### src/rtl/rps_pkg.sv
// types and codes shared by the playout sequencer files
`timescale 1ns / 1ps
`default_nettype none

package rps_pkg;

   // field widths
   localparam int OP_W     = 2;
   localparam int SEQ_W    = 16;
   localparam int TS_W     = 32;
   localparam int ACT_W    = 3;
   localparam int SLOT_W   = 6;
   localparam int FILL_W   = 7;
   localparam int COUNT_W  = 32;
   localparam int SPP_W    = 16;
   localparam int PRE_W    = 7;
   localparam int RCV_W    = 8;

   // configuration port
   localparam int CSR_INDEX_W = 1;
   localparam int CSR_DATA_W  = 16;
   localparam logic [CSR_INDEX_W-1:0] REG_SPP     = 1'd0;
   localparam logic [CSR_INDEX_W-1:0] REG_PREFILL = 1'd1;

   // register reset values
   localparam logic [SPP_W-1:0] SPP_RESET     = 16'd160;
   localparam logic [PRE_W-1:0] PREFILL_RESET = 7'd8;

   // input operations
   localparam logic [OP_W-1:0] OP_HEADER  = 2'd0;
   localparam logic [OP_W-1:0] OP_TIMER   = 2'd1;
   localparam logic [OP_W-1:0] OP_PLAYOUT = 2'd2;

   // result actions
   localparam logic [ACT_W-1:0] ACT_PAYLOAD = 3'd0;
   localparam logic [ACT_W-1:0] ACT_SILENCE = 3'd1;
   localparam logic [ACT_W-1:0] ACT_PLAY    = 3'd2;
   localparam logic [ACT_W-1:0] ACT_OVERRUN = 3'd3;
   localparam logic [ACT_W-1:0] ACT_DISCARD = 3'd4;
   localparam logic [ACT_W-1:0] ACT_EMPTY   = 3'd5;

   // input word
   typedef struct packed {
      logic [OP_W-1:0]  operation;
      logic [SEQ_W-1:0] seq_number;
      logic [TS_W-1:0]  time_stamp;
   } req_word_type;

   // result word
   typedef struct packed {
      logic [ACT_W-1:0]   action;
      logic [SLOT_W-1:0]  slot_index;
      logic [FILL_W-1:0]  occupancy;
      logic [COUNT_W-1:0] lost_total;
      logic [COUNT_W-1:0] silence_total;
      logic               last;
   } rsp_word_type;

endpackage

`default_nettype wire

### src/rtl/rps_divider.sv
// serial restoring divider, one quotient bit per cycle
`timescale 1ns / 1ps
`default_nettype none

module rps_divider (
   input  logic                      clock,
   input  logic                      reset,
   input  logic                      start,
   input  logic [rps_pkg::TS_W-1:0]  dividend,
   input  logic [rps_pkg::SPP_W-1:0] divisor,
   output logic                      done,
   output logic [rps_pkg::TS_W-1:0]  quotient
);
   import rps_pkg::*;

   localparam int CNT_W = $clog2(TS_W);
   localparam logic [CNT_W-1:0] LAST_STEP = CNT_W'(TS_W - 1);

   logic               active_ff, active_in;
   logic               done_ff, done_in;
   logic [CNT_W-1:0]   cnt_ff, cnt_in;
   logic [SPP_W:0]     rem_ff, rem_in;
   logic [TS_W-1:0]    quo_ff, quo_in;
   logic [SPP_W-1:0]   den_ff, den_in;
   logic [SPP_W:0]     rem_shift;
   logic               fits;

   // trial subtract of the shifted remainder
   always_comb begin
      rem_shift = {rem_ff[SPP_W-1:0], quo_ff[TS_W-1]};
      fits      = rem_shift >= {1'b0, den_ff};
   end

   // step control
   always_comb begin
      active_in = active_ff;
      done_in   = 1'b0;
      cnt_in    = cnt_ff;
      rem_in    = rem_ff;
      quo_in    = quo_ff;
      den_in    = den_ff;
      if (start) begin
         active_in = 1'b1;
         cnt_in    = '0;
         rem_in    = '0;
         quo_in    = dividend;
         den_in    = divisor;
      end else if (active_ff) begin
         rem_in = fits ? (rem_shift - {1'b0, den_ff}) : rem_shift;
         quo_in = {quo_ff[TS_W-2:0], fits};
         cnt_in = cnt_ff + 1'b1;
         if (cnt_ff == LAST_STEP) begin
            active_in = 1'b0;
            done_in   = 1'b1;
         end
      end
   end

   // control registers
   always_ff @(posedge clock) begin
      if (reset) begin
         active_ff <= 1'b0;
         done_ff   <= 1'b0;
         cnt_ff    <= '0;
      end else begin
         active_ff <= active_in;
         done_ff   <= done_in;
         cnt_ff    <= cnt_in;
      end
   end

   // datapath registers
   always_ff @(posedge clock) begin
      rem_ff <= rem_in;
      quo_ff <= quo_in;
      den_ff <= den_in;
   end

   assign done     = done_ff;
   assign quotient = quo_ff;

endmodule

`default_nettype wire

### src/rtl/rtp_playout_sequencer_unit.sv
// top level of the playout sequencer: ring bookkeeping and result sequencing
//
//   channel   ports                              handshake
//   -------   --------------------------------   ------------------------------
//   request   start, busy, req_word              taken when start && !busy
//   result    rsp_strobe, rsp_word               one word per strobe cycle
//   config    csr_write_en, csr_index, csr_data  written on csr_write_en
//
// timing: a word is decoded the cycle after it is taken; each result word
// leaves through an output register. a sequence gap of n, with a timestamp
// gap as well, adds n silence words, and a timestamp gap alone runs the divider
// and adds one silence word per packet of samples in the gap,
// silence capped at MAX_FILL words. reset is synchronous and restores the ring,
// counters and control registers, not the payload registers; the receiver cannot stall.
`timescale 1ns / 1ps
`default_nettype none

module rtp_playout_sequencer_unit #(
   parameter int RING_DEPTH = 64,
   parameter int MAX_FILL   = 63
) (
   input  logic                           clock,
   input  logic                           reset,
   input  logic                           start,
   output logic                           busy,
   input  rps_pkg::req_word_type          req_word,
   output logic                           rsp_strobe,
   output rps_pkg::rsp_word_type          rsp_word,
   input  logic                           csr_write_en,
   input  logic [rps_pkg::CSR_INDEX_W-1:0] csr_index,
   input  logic [rps_pkg::CSR_DATA_W-1:0]  csr_data
);
   import rps_pkg::*;

   localparam int SW       = $clog2(RING_DEPTH);
   localparam int RING_CAP = (MAX_FILL < RING_DEPTH) ? MAX_FILL : RING_DEPTH;
   localparam int CW       = $clog2(MAX_FILL + 1);
   localparam logic [SW-1:0]     LAST_SLOT    = SW'(RING_DEPTH - 1);
   localparam logic [FILL_W-1:0] CAP_FILL     = FILL_W'(RING_CAP);
   localparam logic [CW-1:0]     FILL_MAX_CNT = CW'(MAX_FILL);
   localparam logic [SEQ_W-1:0]  GAP_LIMIT    = SEQ_W'(MAX_FILL);
   localparam logic [TS_W-1:0]   QUO_LIMIT    = TS_W'(MAX_FILL);

   typedef enum logic [4:0] {
      ST_IDLE   = 5'b00001,
      ST_DECIDE = 5'b00010,
      ST_DIVIDE = 5'b00100,
      ST_FILL   = 5'b01000,
      ST_FINAL  = 5'b10000
   } state_type;

   state_type            state_ff, state_in;
   req_word_type         item_ff, item_in;
   logic                 playing_ff, playing_in;
   logic [RCV_W-1:0]     rcv_ff, rcv_in;
   logic [SPP_W-1:0]     spp_ff, spp_in;
   logic [PRE_W-1:0]     prefill_ff, prefill_in;
   logic [SW-1:0]        wr_ff, wr_in;
   logic [SW-1:0]        rd_ff, rd_in;
   logic [FILL_W-1:0]    fill_ff, fill_in;
   logic [SEQ_W-1:0]     exp_seq_ff, exp_seq_in;
   logic [TS_W-1:0]      exp_ts_ff, exp_ts_in;
   logic [COUNT_W-1:0]   lost_ff, lost_in;
   logic [COUNT_W-1:0]   sil_ff, sil_in;
   logic [CW-1:0]        cnt_ff, cnt_in;
   logic                 rsp_strobe_ff, rsp_strobe_in;
   rsp_word_type         rsp_word_ff, rsp_word_in;

   // ring write helper
   logic                 wb_silence;
   logic                 wb_full;
   logic [SW-1:0]        wb_wr_next;
   logic [SW-1:0]        wb_rd_next;
   logic [FILL_W-1:0]    wb_fill_next;
   logic [COUNT_W-1:0]   wb_sil_next;
   logic [ACT_W-1:0]     wb_action;

   // slot indexes widened to the result field
   logic [SW+SLOT_W-1:0] wr_ext;
   logic [SW+SLOT_W-1:0] rd_ext;
   logic [SLOT_W-1:0]    wr_slot;
   logic [SLOT_W-1:0]    rd_slot;

   // decode terms
   logic                 playing_now;
   logic                 seq_ok;
   logic                 ts_ok;
   logic [SEQ_W-1:0]     seq_gap;
   logic [SEQ_W-1:0]     gap_use;
   logic [TS_W-1:0]      ts_diff;

   // divider hookup
   logic                 div_start;
   logic                 div_done;
   logic [TS_W-1:0]      div_quo;

   rps_divider u_divider (
      .clock    (clock),
      .reset    (reset),
      .start    (div_start),
      .dividend (ts_diff),
      .divisor  (spp_ff),
      .done     (div_done),
      .quotient (div_quo)
   );

   always_comb begin
      wr_ext  = {{SLOT_W{1'b0}}, wr_ff};
      rd_ext  = {{SLOT_W{1'b0}}, rd_ff};
      wr_slot = wr_ext[SLOT_W-1:0];
      rd_slot = rd_ext[SLOT_W-1:0];
   end

   // one block into the ring, or an overrun reset when full
   always_comb begin
      wb_silence   = (state_ff == ST_FILL) || (state_ff == ST_DECIDE);
      wb_full      = fill_ff >= CAP_FILL;
      wb_wr_next   = (wb_full || (wr_ff == LAST_SLOT)) ? '0 : wr_ff + 1'b1;
      wb_rd_next   = wb_full ? '0 : rd_ff;
      wb_fill_next = wb_full ? '0 : fill_ff + 1'b1;
      wb_sil_next  = (!wb_full && wb_silence) ? sil_ff + 1'b1 : sil_ff;
      if (wb_full) begin
         wb_action = ACT_OVERRUN;
      end else if (wb_silence) begin
         wb_action = ACT_SILENCE;
      end else begin
         wb_action = ACT_PAYLOAD;
      end
   end

   // header compare terms
   always_comb begin
      playing_now = playing_ff || ({1'b0, prefill_ff} <= rcv_ff);
      seq_ok      = item_ff.seq_number == exp_seq_ff;
      ts_ok       = item_ff.time_stamp == exp_ts_ff;
      seq_gap     = item_ff.seq_number - exp_seq_ff;
      gap_use     = seq_gap[SEQ_W-1] ? '0 : seq_gap;
      ts_diff     = item_ff.time_stamp - exp_ts_ff;
   end

   // sequencer
   always_comb begin
      state_in      = state_ff;
      item_in       = item_ff;
      playing_in    = playing_ff;
      rcv_in        = rcv_ff;
      wr_in         = wr_ff;
      rd_in         = rd_ff;
      fill_in       = fill_ff;
      exp_seq_in    = exp_seq_ff;
      exp_ts_in     = exp_ts_ff;
      lost_in       = lost_ff;
      sil_in        = sil_ff;
      cnt_in        = cnt_ff;
      div_start     = 1'b0;
      rsp_strobe_in = 1'b0;
      rsp_word_in   = rsp_word_ff;

      case (state_ff)
         ST_IDLE: begin
            if (start) begin
               item_in  = req_word;
               state_in = ST_DECIDE;
            end
         end

         ST_DECIDE: begin
            playing_in = playing_now;
            // discard word unless a branch below overrides it
            rsp_word_in.action        = ACT_DISCARD;
            rsp_word_in.slot_index    = '0;
            rsp_word_in.occupancy     = fill_ff;
            rsp_word_in.lost_total    = lost_ff;
            rsp_word_in.silence_total = sil_ff;
            rsp_word_in.last          = 1'b1;
            if ((item_ff.operation == OP_HEADER) && !playing_now) begin
               state_in = ST_FINAL;
            end else if (item_ff.operation == OP_HEADER) begin
               if (seq_ok && ts_ok) begin
                  state_in = ST_FINAL;
               end else if (!seq_ok && !ts_ok) begin
                  // sequence gap: count the loss, queue silence words
                  lost_in  = lost_ff + {{(COUNT_W-SEQ_W){1'b0}}, gap_use};
                  cnt_in   = (gap_use > GAP_LIMIT) ? FILL_MAX_CNT : gap_use[CW-1:0];
                  state_in = (gap_use == '0) ? ST_FINAL : ST_FILL;
               end else if (seq_ok) begin
                  // timestamp gap: silence count comes from the divider
                  if (!ts_diff[TS_W-1] && (spp_ff != '0)) begin
                     div_start = 1'b1;
                     state_in  = ST_DIVIDE;
                  end else begin
                     state_in = ST_FINAL;
                  end
               end else begin
                  rsp_strobe_in = 1'b1;
                  state_in      = ST_IDLE;
               end
            end else if ((item_ff.operation == OP_TIMER) && playing_now) begin
               rsp_word_in.action        = wb_action;
               rsp_word_in.slot_index    = wr_slot;
               rsp_word_in.occupancy     = wb_fill_next;
               rsp_word_in.silence_total = wb_sil_next;
               wr_in   = wb_wr_next;
               rd_in   = wb_rd_next;
               fill_in = wb_fill_next;
               sil_in  = wb_sil_next;
               if (!wb_full) begin
                  exp_ts_in = exp_ts_ff + {{(TS_W-SPP_W){1'b0}}, spp_ff};
               end
               rsp_strobe_in = 1'b1;
               state_in      = ST_IDLE;
            end else if ((item_ff.operation == OP_PLAYOUT) && playing_now) begin
               rsp_word_in.slot_index = rd_slot;
               if (fill_ff != '0) begin
                  rsp_word_in.action    = ACT_PLAY;
                  rsp_word_in.occupancy = fill_ff - 1'b1;
                  rd_in   = (rd_ff == LAST_SLOT) ? '0 : rd_ff + 1'b1;
                  fill_in = fill_ff - 1'b1;
               end else begin
                  rsp_word_in.action = ACT_EMPTY;
               end
               rsp_strobe_in = 1'b1;
               state_in      = ST_IDLE;
            end else begin
               rsp_strobe_in = 1'b1;
               state_in      = ST_IDLE;
            end
         end

         ST_DIVIDE: begin
            if (div_done) begin
               cnt_in   = (div_quo > QUO_LIMIT) ? FILL_MAX_CNT : div_quo[CW-1:0];
               state_in = (div_quo == '0) ? ST_FINAL : ST_FILL;
            end
         end

         ST_FILL: begin
            // one silence word per cycle, or an overrun word when the ring is full
            rsp_word_in.action        = wb_action;
            rsp_word_in.slot_index    = wr_slot;
            rsp_word_in.occupancy     = wb_fill_next;
            rsp_word_in.lost_total    = lost_ff;
            rsp_word_in.silence_total = wb_sil_next;
            rsp_word_in.last          = 1'b0;
            rsp_strobe_in = 1'b1;
            wr_in   = wb_wr_next;
            rd_in   = wb_rd_next;
            fill_in = wb_fill_next;
            sil_in  = wb_sil_next;
            cnt_in  = cnt_ff - 1'b1;
            if (cnt_ff == CW'(1)) begin
               state_in = ST_FINAL;
            end
         end

         ST_FINAL: begin
            // store the payload and resync the expectations
            rsp_word_in.action        = wb_action;
            rsp_word_in.slot_index    = wr_slot;
            rsp_word_in.occupancy     = wb_fill_next;
            rsp_word_in.lost_total    = lost_ff;
            rsp_word_in.silence_total = wb_sil_next;
            rsp_word_in.last          = 1'b1;
            rsp_strobe_in = 1'b1;
            wr_in   = wb_wr_next;
            rd_in   = wb_rd_next;
            fill_in = wb_fill_next;
            sil_in  = wb_sil_next;
            if (!wb_full && (rcv_ff != '1)) begin
               rcv_in = rcv_ff + 1'b1;
            end
            exp_seq_in = item_ff.seq_number + 1'b1;
            exp_ts_in  = item_ff.time_stamp + {{(TS_W-SPP_W){1'b0}}, spp_ff};
            state_in   = ST_IDLE;
         end

         default: begin
            state_in = ST_IDLE;
         end
      endcase
   end

   // configuration writes
   always_comb begin
      spp_in     = spp_ff;
      prefill_in = prefill_ff;
      if (csr_write_en) begin
         case (csr_index)
            REG_SPP:     spp_in     = csr_data[SPP_W-1:0];
            REG_PREFILL: prefill_in = csr_data[PRE_W-1:0];
            default: begin
               spp_in = spp_ff;
            end
         endcase
      end
   end

   // control and bookkeeping registers
   always_ff @(posedge clock) begin
      if (reset) begin
         state_ff      <= ST_IDLE;
         playing_ff    <= 1'b0;
         rcv_ff        <= '0;
         spp_ff        <= SPP_RESET;
         prefill_ff    <= PREFILL_RESET;
         wr_ff         <= '0;
         rd_ff         <= '0;
         fill_ff       <= '0;
         exp_seq_ff    <= '0;
         exp_ts_ff     <= '0;
         lost_ff       <= '0;
         sil_ff        <= '0;
         cnt_ff        <= '0;
         rsp_strobe_ff <= 1'b0;
      end else begin
         state_ff      <= state_in;
         playing_ff    <= playing_in;
         rcv_ff        <= rcv_in;
         spp_ff        <= spp_in;
         prefill_ff    <= prefill_in;
         wr_ff         <= wr_in;
         rd_ff         <= rd_in;
         fill_ff       <= fill_in;
         exp_seq_ff    <= exp_seq_in;
         exp_ts_ff     <= exp_ts_in;
         lost_ff       <= lost_in;
         sil_ff        <= sil_in;
         cnt_ff        <= cnt_in;
         rsp_strobe_ff <= rsp_strobe_in;
      end
   end

   // payload registers
   always_ff @(posedge clock) begin
      item_ff     <= item_in;
      rsp_word_ff <= rsp_word_in;
   end

   assign busy       = state_ff != ST_IDLE;
   assign rsp_strobe = rsp_strobe_ff;
   assign rsp_word   = rsp_word_ff;

endmodule

`default_nettype wire

### config.mk
export PLATFORM = sky130hd
export DESIGN_NAME = rtp_playout_sequencer_unit
export DESIGN_NICKNAME = d
export VERILOG_FILES = /design/src/rtl/rps_pkg.sv /design/src/rtl/rps_divider.sv /design/src/rtl/rtp_playout_sequencer_unit.sv
export SDC_FILE = /design/constraint.sdc
export NUM_CORES = 1
export LEC_CHECK = 0
export BUFFER_PORTS_ARGS = -buffer_cell sky130_fd_sc_hd__buf_2
export CAP_MARGIN = 20
export CELL_PAD_IN_SITES_DETAIL_PLACEMENT = 0
export CELL_PAD_IN_SITES_GLOBAL_PLACEMENT = 1
export CORE_MARGIN = 2
export CORE_UTILIZATION = 44
export CTS_BUF_LIST = sky130_fd_sc_hd__clkbuf_8
export CTS_CLUSTER_SIZE = 24
export DETAILED_ROUTE_END_ITERATION = 10
export PLACE_DENSITY = 0.84
export SYNTH_ARGS = -nofsm -noshare
export SYNTH_HDL_FRONTEND = slang
export SYNTH_HIERARCHICAL = 1
export SYNTH_SLANG_ARGS = --single-unit
### constraint.sdc
create_clock -name clock -period 5.5 [get_ports clock]
set_clock_uncertainty 0.1 [all_clocks]
set_input_delay 1.1 -clock clock [delete_from_list [all_inputs] [get_ports clock]]
set_output_delay 1.1 -clock clock [all_outputs]
set_load 0.02 [all_outputs]
==> Yosys cells after proc, flatten, opt, wreduce, memory -nomap -nowiden <==
Cells that the tools add are included.
{ "op_classes": {"addsub": 15, "order_cmp": 5, "n_eq_ne": 27, "n_mux": 79, "bitwise": 4, "n_reduce_logical": 40} }
{ "op_table": {"columns": ["cell", "n"], "rows": [
  ["32-bit two-way mux", 10],
  ["81-bit case mux with 3 select lines", 1],
  ["32-bit case mux with 2 select lines", 2],
  ["6-bit two-way mux", 18],
  ["16-bit two-way mux", 5],
  ["32-bit by 16-bit adder with 32-bit output", 2],
  ["5-bit two-way mux", 11],
  ["7-bit two-way mux", 6],
  ["32-bit by 1-bit adder with 32-bit output (second input constant)", 1],
  ["32-bit by 15-bit adder with 32-bit output", 1],
  ["32-bit equality test", 1],
  ["32-bit by 6-bit > comparator with 1-bit output (second input constant)", 1],
  ["32-bit zero test", 1],
  ["16-bit subtractor", 2],
  ["32-bit subtractor", 1],
  ["6-bit case mux with 2 select lines", 2],
  ["5-bit case mux with 4 select lines", 1],
  ["6-bit case mux with 3 select lines", 1],
  ["17-bit by 16-bit >= comparator with 1-bit output", 1],
  ["1-bit two-way mux", 17],
  ["16-bit by 1-bit adder with 16-bit output (second input constant)", 1],
  ["16-bit equality test", 1],
  ["16-bit zero test", 1],
  ["16-bit nonzero test", 1],
  ["43 further kinds", 81]
]} }
{ "word_totals": {"regBits": 377, "out_inout_bits": 83, "word_cells": 199} }

==> Depth between registers and ports, before layout <==
{ "logic_depth": {"depth_word": 11, "mapped_depth": 23} }

==> By module <==
The synthesis kept the hierarchy.
{ "modules_own_cells": {"columns": ["mod", "instances", "cells_per_inst", "area_per_inst_um2", "seq_area_each_um2"], "rows": [
  ["rtp_playout_sequencer_unit", 1, 1960, 17392.9, 7437.1],
  ["rps_divider", 1, 335, 3828.7, 1901.8]
]} }

==> Worst setup path after synthesis <==
OpenSTA, ideal clock, no wires.
{ "synth_timing": {"path_kind": "reg2reg", "from": "register state_ff[2]", "to": "register exp_ts_ff[23]", "setup_time_ps": 70, "t_arrival_ps": 5236, "setup_slack_ps": 94, "stages_incl_launch_ff": 22, "period_less_slack_ps": 5406, "path_cell_list": "dfxtp_1 > or3_1 > nor3b_1 > clkbuf_1 > clkbuf_1 > clkbuf_1 > buf_1 > clkbuf_1 > o21ai_0 > ha_1 > a21o_1 > a21oi_1 > nor2_1 > a2111oi_0 > nand3_1 > a31o_2 > a21oi_1 > nor2b_1 > clkbuf_1 > nand3_1 > mux2_2 > a21oi_1"} }
{ "synth_via": {"elab_chain_cells": 3, "word_cells_on_any_way": 9} }
{ "synth_rtl": {"columns": ["item", "line", "text"], "rows": [
  ["from (decl)", "rtp_playout_sequencer_unit.sv:52", "state_type state_ff, state_in;"],
  ["from (signal assigned)", "rtp_playout_sequencer_unit.sv:316", "state_ff <= state_in;"],
  ["5-bit by 2-bit equality test with 1-bit output or 5-bit equality test (tied branches)", "rtp_playout_sequencer_unit.sv:159", "case (state_ff)"],
  ["2-bit != test (no line) (tied with other cells)", null, null],
  ["5-bit AND reduction (no line)", null, null],
  ["to (signal assigned)", "rtp_playout_sequencer_unit.sv:325", "exp_ts_ff <= exp_ts_in;"],
  ["to (decl)", "rtp_playout_sequencer_unit.sv:62", "logic [TS_W-1:0] exp_ts_ff, exp_ts_in;"]
]} }
Parallel ways exist; a longest one is shown, timed or not.
A chain may end at the register's enable or synchronous reset.

==> Worst setup path after layout <==
{ "layout_timing": {"from": "register item_ff[42] (netlist bit)", "to": "register lost_ff[28]"} }
{ "layout_via": {"elab_chain_cells": 4, "word_cells_on_any_way": 9} }
{ "layout_rtl": {"columns": ["item", "line", "text"], "rows": [
  ["from (decl)", "rtp_playout_sequencer_unit.sv:53", "req_word_type item_ff, item_in;"],
  ["from (signal assigned)", "rtp_playout_sequencer_unit.sv:335", "item_ff <= item_in;"],
  ["branches (longest 4 deep; another with 32-bit by 15-bit adder with 32-bit output)", null, null],
  ["to (signal assigned)", "rtp_playout_sequencer_unit.sv:326", "lost_ff <= lost_in;"],
  ["to (decl)", "rtp_playout_sequencer_unit.sv:63", "logic [COUNT_W-1:0] lost_ff, lost_in;"]
]} }
Several ways; the timed one is not identified.

==> flow_metrics.env <==
export IMPL_final_design_area_no_fill_sq_um=23900
export IMPL_power_report_internal_total_uw=4680
export IMPL_first_global_vias=17000
export IMPL_sequential_element_share_of_the_synthesized_area=0.440
export IMPL_fmax_ghz=0.189
export IMPL_grt_pass1_wl_um=85200
export IMPL_setup_slack_ps=222
export IMPL_destination_of_the_worst_hold_path="exp_ts_ff[4]"
export IMPL_grt_max_degree=60
export IMPL_globalRouteOverflowTotal=0
export IMPL_net_switching_share_of_the_total_power=0.268
export IMPL_clockBufferDepth=3
export IMPL_regToRegStartpoint="item_ff[42]"
export IMPL_antenna_found_initial=2
export IMPL_global_route_usage_total=0.208
export IMPL_dieWidth_um=224
export IMPL_ys_ff_latch=377
export IMPL_vias_per_cell=5.59
export IMPL_synth_flop_cell="dfxtp_1"
export IMPL_gp_congestion=0.946
export IMPL_critical_path_startpoint_type="flip-flop"
export IMPL_mappedNetlistArea_sq_um=21200
export IMPL_crit_path_max_fanout=16
export IMPL_hold_start="exp_ts_ff[4]"
export IMPL_num_fill_cells=4473
export IMPL_pwr_share_seq=0.479
export IMPL_p_per_area_nw_per_um2=267
export IMPL_final_cells=3110
export IMPL_final_total_pwr_uw=6390
export IMPL_async_reset_ff_frac=0
export IMPL_route_detailed_wl_per_inst_um=16.9
export IMPL_fp_dieH_um=224
export IMPL_final_nets=2625
export IMPL_netlist_top_cell_by_area="edfxtp_1"
export IMPL_worst_r2r_dst="lost_ff[28]"
export IMPL_synth_area_per_cell_sq_um=9.25
export IMPL_end_kind="flip-flop"
export IMPL_worst_slew_margin_rel=0.260
export IMPL_crit_path_cell_trace="ha_1 > a21o_1 > o21bai_4 > a311o_1 > nor3_2 > nor2_1 > nor2_1 > xor2_1 > ha_1 > o221ai_1 > a31oi_2 > o32ai_1 > buf_4 > o31ai_4 > a311oi_1 > o41a_2 > or4_1 > a21oi_1"
export IMPL_drt_first_iter_violations=1224
export IMPL_clk_pin_slew_worst_paths_ps=60
export IMPL_ioPinCount=154
export IMPL_critPathArrivalTime_ps=5750
export IMPL_placed_cell_area_sq_um=22600
export IMPL_number_of_slew_limit_violations_in_the_final_report=0
export IMPL_tritoncts_clock_tree="built"
export IMPL_critical_path_top_delay_family="compound AO/OA/AOI/OAI gates"
export IMPL_reg2reg_setup_slack_ps=220
export IMPL_remaining_drc_errors=0
export IMPL_timing_final_crit_period_ps=5280
export IMPL_ys_types=90
export IMPL_buffer_ports_inserted=153
export IMPL_hpwl_dp_um=38000
export IMPL_clk_insertion_delay_late_ps=640
export IMPL_die_area_sq_um=50000
export IMPL_vdd_ir_drop_max_mv=0.140
export IMPL_post_synth_inst_count=2295
export IMPL_holdWs_ps=359
export IMPL_remaining_antenna_violation_count=0
export IMPL_htreeDepth=3
export IMPL_cp_required_ps=5970
export IMPL_worstRegToRegCells=18
export IMPL_vias=17400
export IMPL_min_delay_path_depth=2
export IMPL_synthToLayoutAreaGrowth_pct=12.8
export IMPL_clock_power_share=0.405
export IMPL_timing_setup_critical_path_class="flip-flop to flip-flop"
export IMPL_timing_max_cap_violations=0
export IMPL_timing_critical_path_buf_inv=1
export IMPL_post_route_period_util=0.960
export IMPL_timing_hold_violations_final=0
export IMPL_max_stage_delay_ps=620
export IMPL_p_sw_uw=1720
export IMPL_synth_enable_flop_cells=179
export IMPL_row_count=80
export IMPL_finalSetupViolations=0
export IMPL_post_place_ws_ps=324
export IMPL_yosysWarningCount=6
export IMPL_root_buffer="clkbuf_8"
export IMPL_placed_cells=2988
export IMPL_post_route_cells_drive_above_1_share=0.143
export IMPL_drt_pass1_iterations=5
export IMPL_min_path_type="flip-flop to flip-flop"
export IMPL_core_area_sq_um=47600
export IMPL_post_synth_main_area_contributors="edfxtp_1, dfxtp_1, ha_1"
export IMPL_cts_inserted_buffers=66
export IMPL_status="complete, no violations"
export IMPL_tritoncts_num_sinks=377
export IMPL_synthDominantCellAreaShare=0.253
export IMPL_slew_at_the_pin_closest_to_its_max_slew_limit_ps=1080
export IMPL_totalWireLength_um=52400
export IMPL_p_comb_frac=0.116
export IMPL_slowest_cell_on_crit_path="o41a_2"
export IMPL_p_leak_uw=0.00904
export IMPL_synth_fp_nets=2477
export IMPL_initial_cell_density_of_the_core=0.445
cell type report:
type                       count  area (sq um)  share of cell area
antenna                        1          2.50            0.000105
clock buffer                  74          1020              0.0426
clock inverter                45           308              0.0129
inverter                     119           447              0.0187
multi-input combinational   1698         11100               0.462
sequential                   377          9340               0.390
tap                          615           769              0.0322
timing repair buffer         181           991              0.0414
layer usage:
metal  share of wire  global-route usage
met5               0                   0
met4           0.026              0.0834
met3           0.048              0.0342
met1            0.46               0.273
met2            0.46               0.341
cells in the mapped netlist (23+ instances only):
cell	count
and3_1	36
nand4_1	25
nand2_1	220
a21oi_1	193
and2_1	44
nor2_1	183
clkbuf_1	85
inv_1	118
o21ai_0	106
nor4_1	29
dfxtp_1	198
o211ai_1	25
xor2_1	55
mux2_2	41
nand3_1	85
nor3_1	61
ha_1	107
nand2b_1	23
a211oi_1	34
nor2b_1	29
a31oi_1	23
a21o_1	38
xnor2_1	85
edfxtp_1	179
through the flow:
step	utilization	TNS, ps
2_1_floorplan	-	0
3_3_place_gp	0.474	0
3_5_place_dp	0.474	0
4_1_cts	0.502	0
5_1_grt	0.502	-148
6_report	0.502	0
power by group through the flow:
stage	clock network, uW	logic (uW)	registers [uW]
global placement	0	724	3120
floorplan	0	544	3110
detailed placement	0	733	3120
finish	2590	742	3060
CTS	2670	738	3060
global route	2790	827	3070
placed cells by master (no fill, tap or decap), types with 36 or more instances in the layout:
master,count
nand2_1,220
dfxtp_1,198
mux2_2,41
xor2_1,55
nor3_1,61
edfxtp_1,179
a21o_1,38
buf_2,152
a21oi_1,193
clkbuf_8,74
and3_1,36
xnor2_1,85
o21ai_0,106
nor2_1,183
nand3_1,84
ha_1,107
and2_1,44
inv_1,135
logic make-up after synthesis:
kind of cell / synth area share
buf+inv: 0.0406
flops: 0.440
fa+ha+maj: 0.0683
simple gates: 0.182
mux: 0.0301
compound gates: 0.180
xor+xnor: 0.0585
worst max path at each step:
stage / from / end / slack, ps / cells past startpoint
3_5_place_dp: item_ff[42] / lost_ff[28] / 320 / 18
2_1_floorplan: state_ff[2] / exp_ts_ff[23] / 90 / 21
5_1_grt: item_ff[42] / lost_ff[28] / -60 / 18
4_1_cts: item_ff[42] / lost_ff[28] / 270 / 18
3_3_place_gp: item_ff[42] / lost_ff[30] / 450 / 18
6_report: item_ff[42] / lost_ff[28] / 220 / 18
registers in the layout (all words and copies together) (netlist names):
register             count
u_divider/quotient      32
u_divider/den_ff        16
sil_ff                  32
rcv_ff                   8
u_divider/done           1
u_divider/rem_ff        16
wr_ff                    6
playing_ff               1
lost_ff                 32
exp_ts_ff               32
prefill_ff               7
rsp_word                81
exp_seq_ff              16
cnt_ff                   6
rsp_strobe               1
state_ff                 5
rd_ff                    6
spp_ff                  16
u_divider/active_ff      1
fill_ff                  7
item_ff                 50
u_divider/cnt_ff         5
timing repair:
item | 4_1_cts | 5_1_grt
resized for setup | 0 | 2
setup buffers | 0 | 0
hold buffers | 0 | 0
endpoints found under the setup margin | 0 | 7
worst min-delay path: stages, from the launching register on:
cell and delay (ps):
dfxtp_1 310, nand2_1 50, a21oi_1 50
Power figures use the tool's default switching activity.
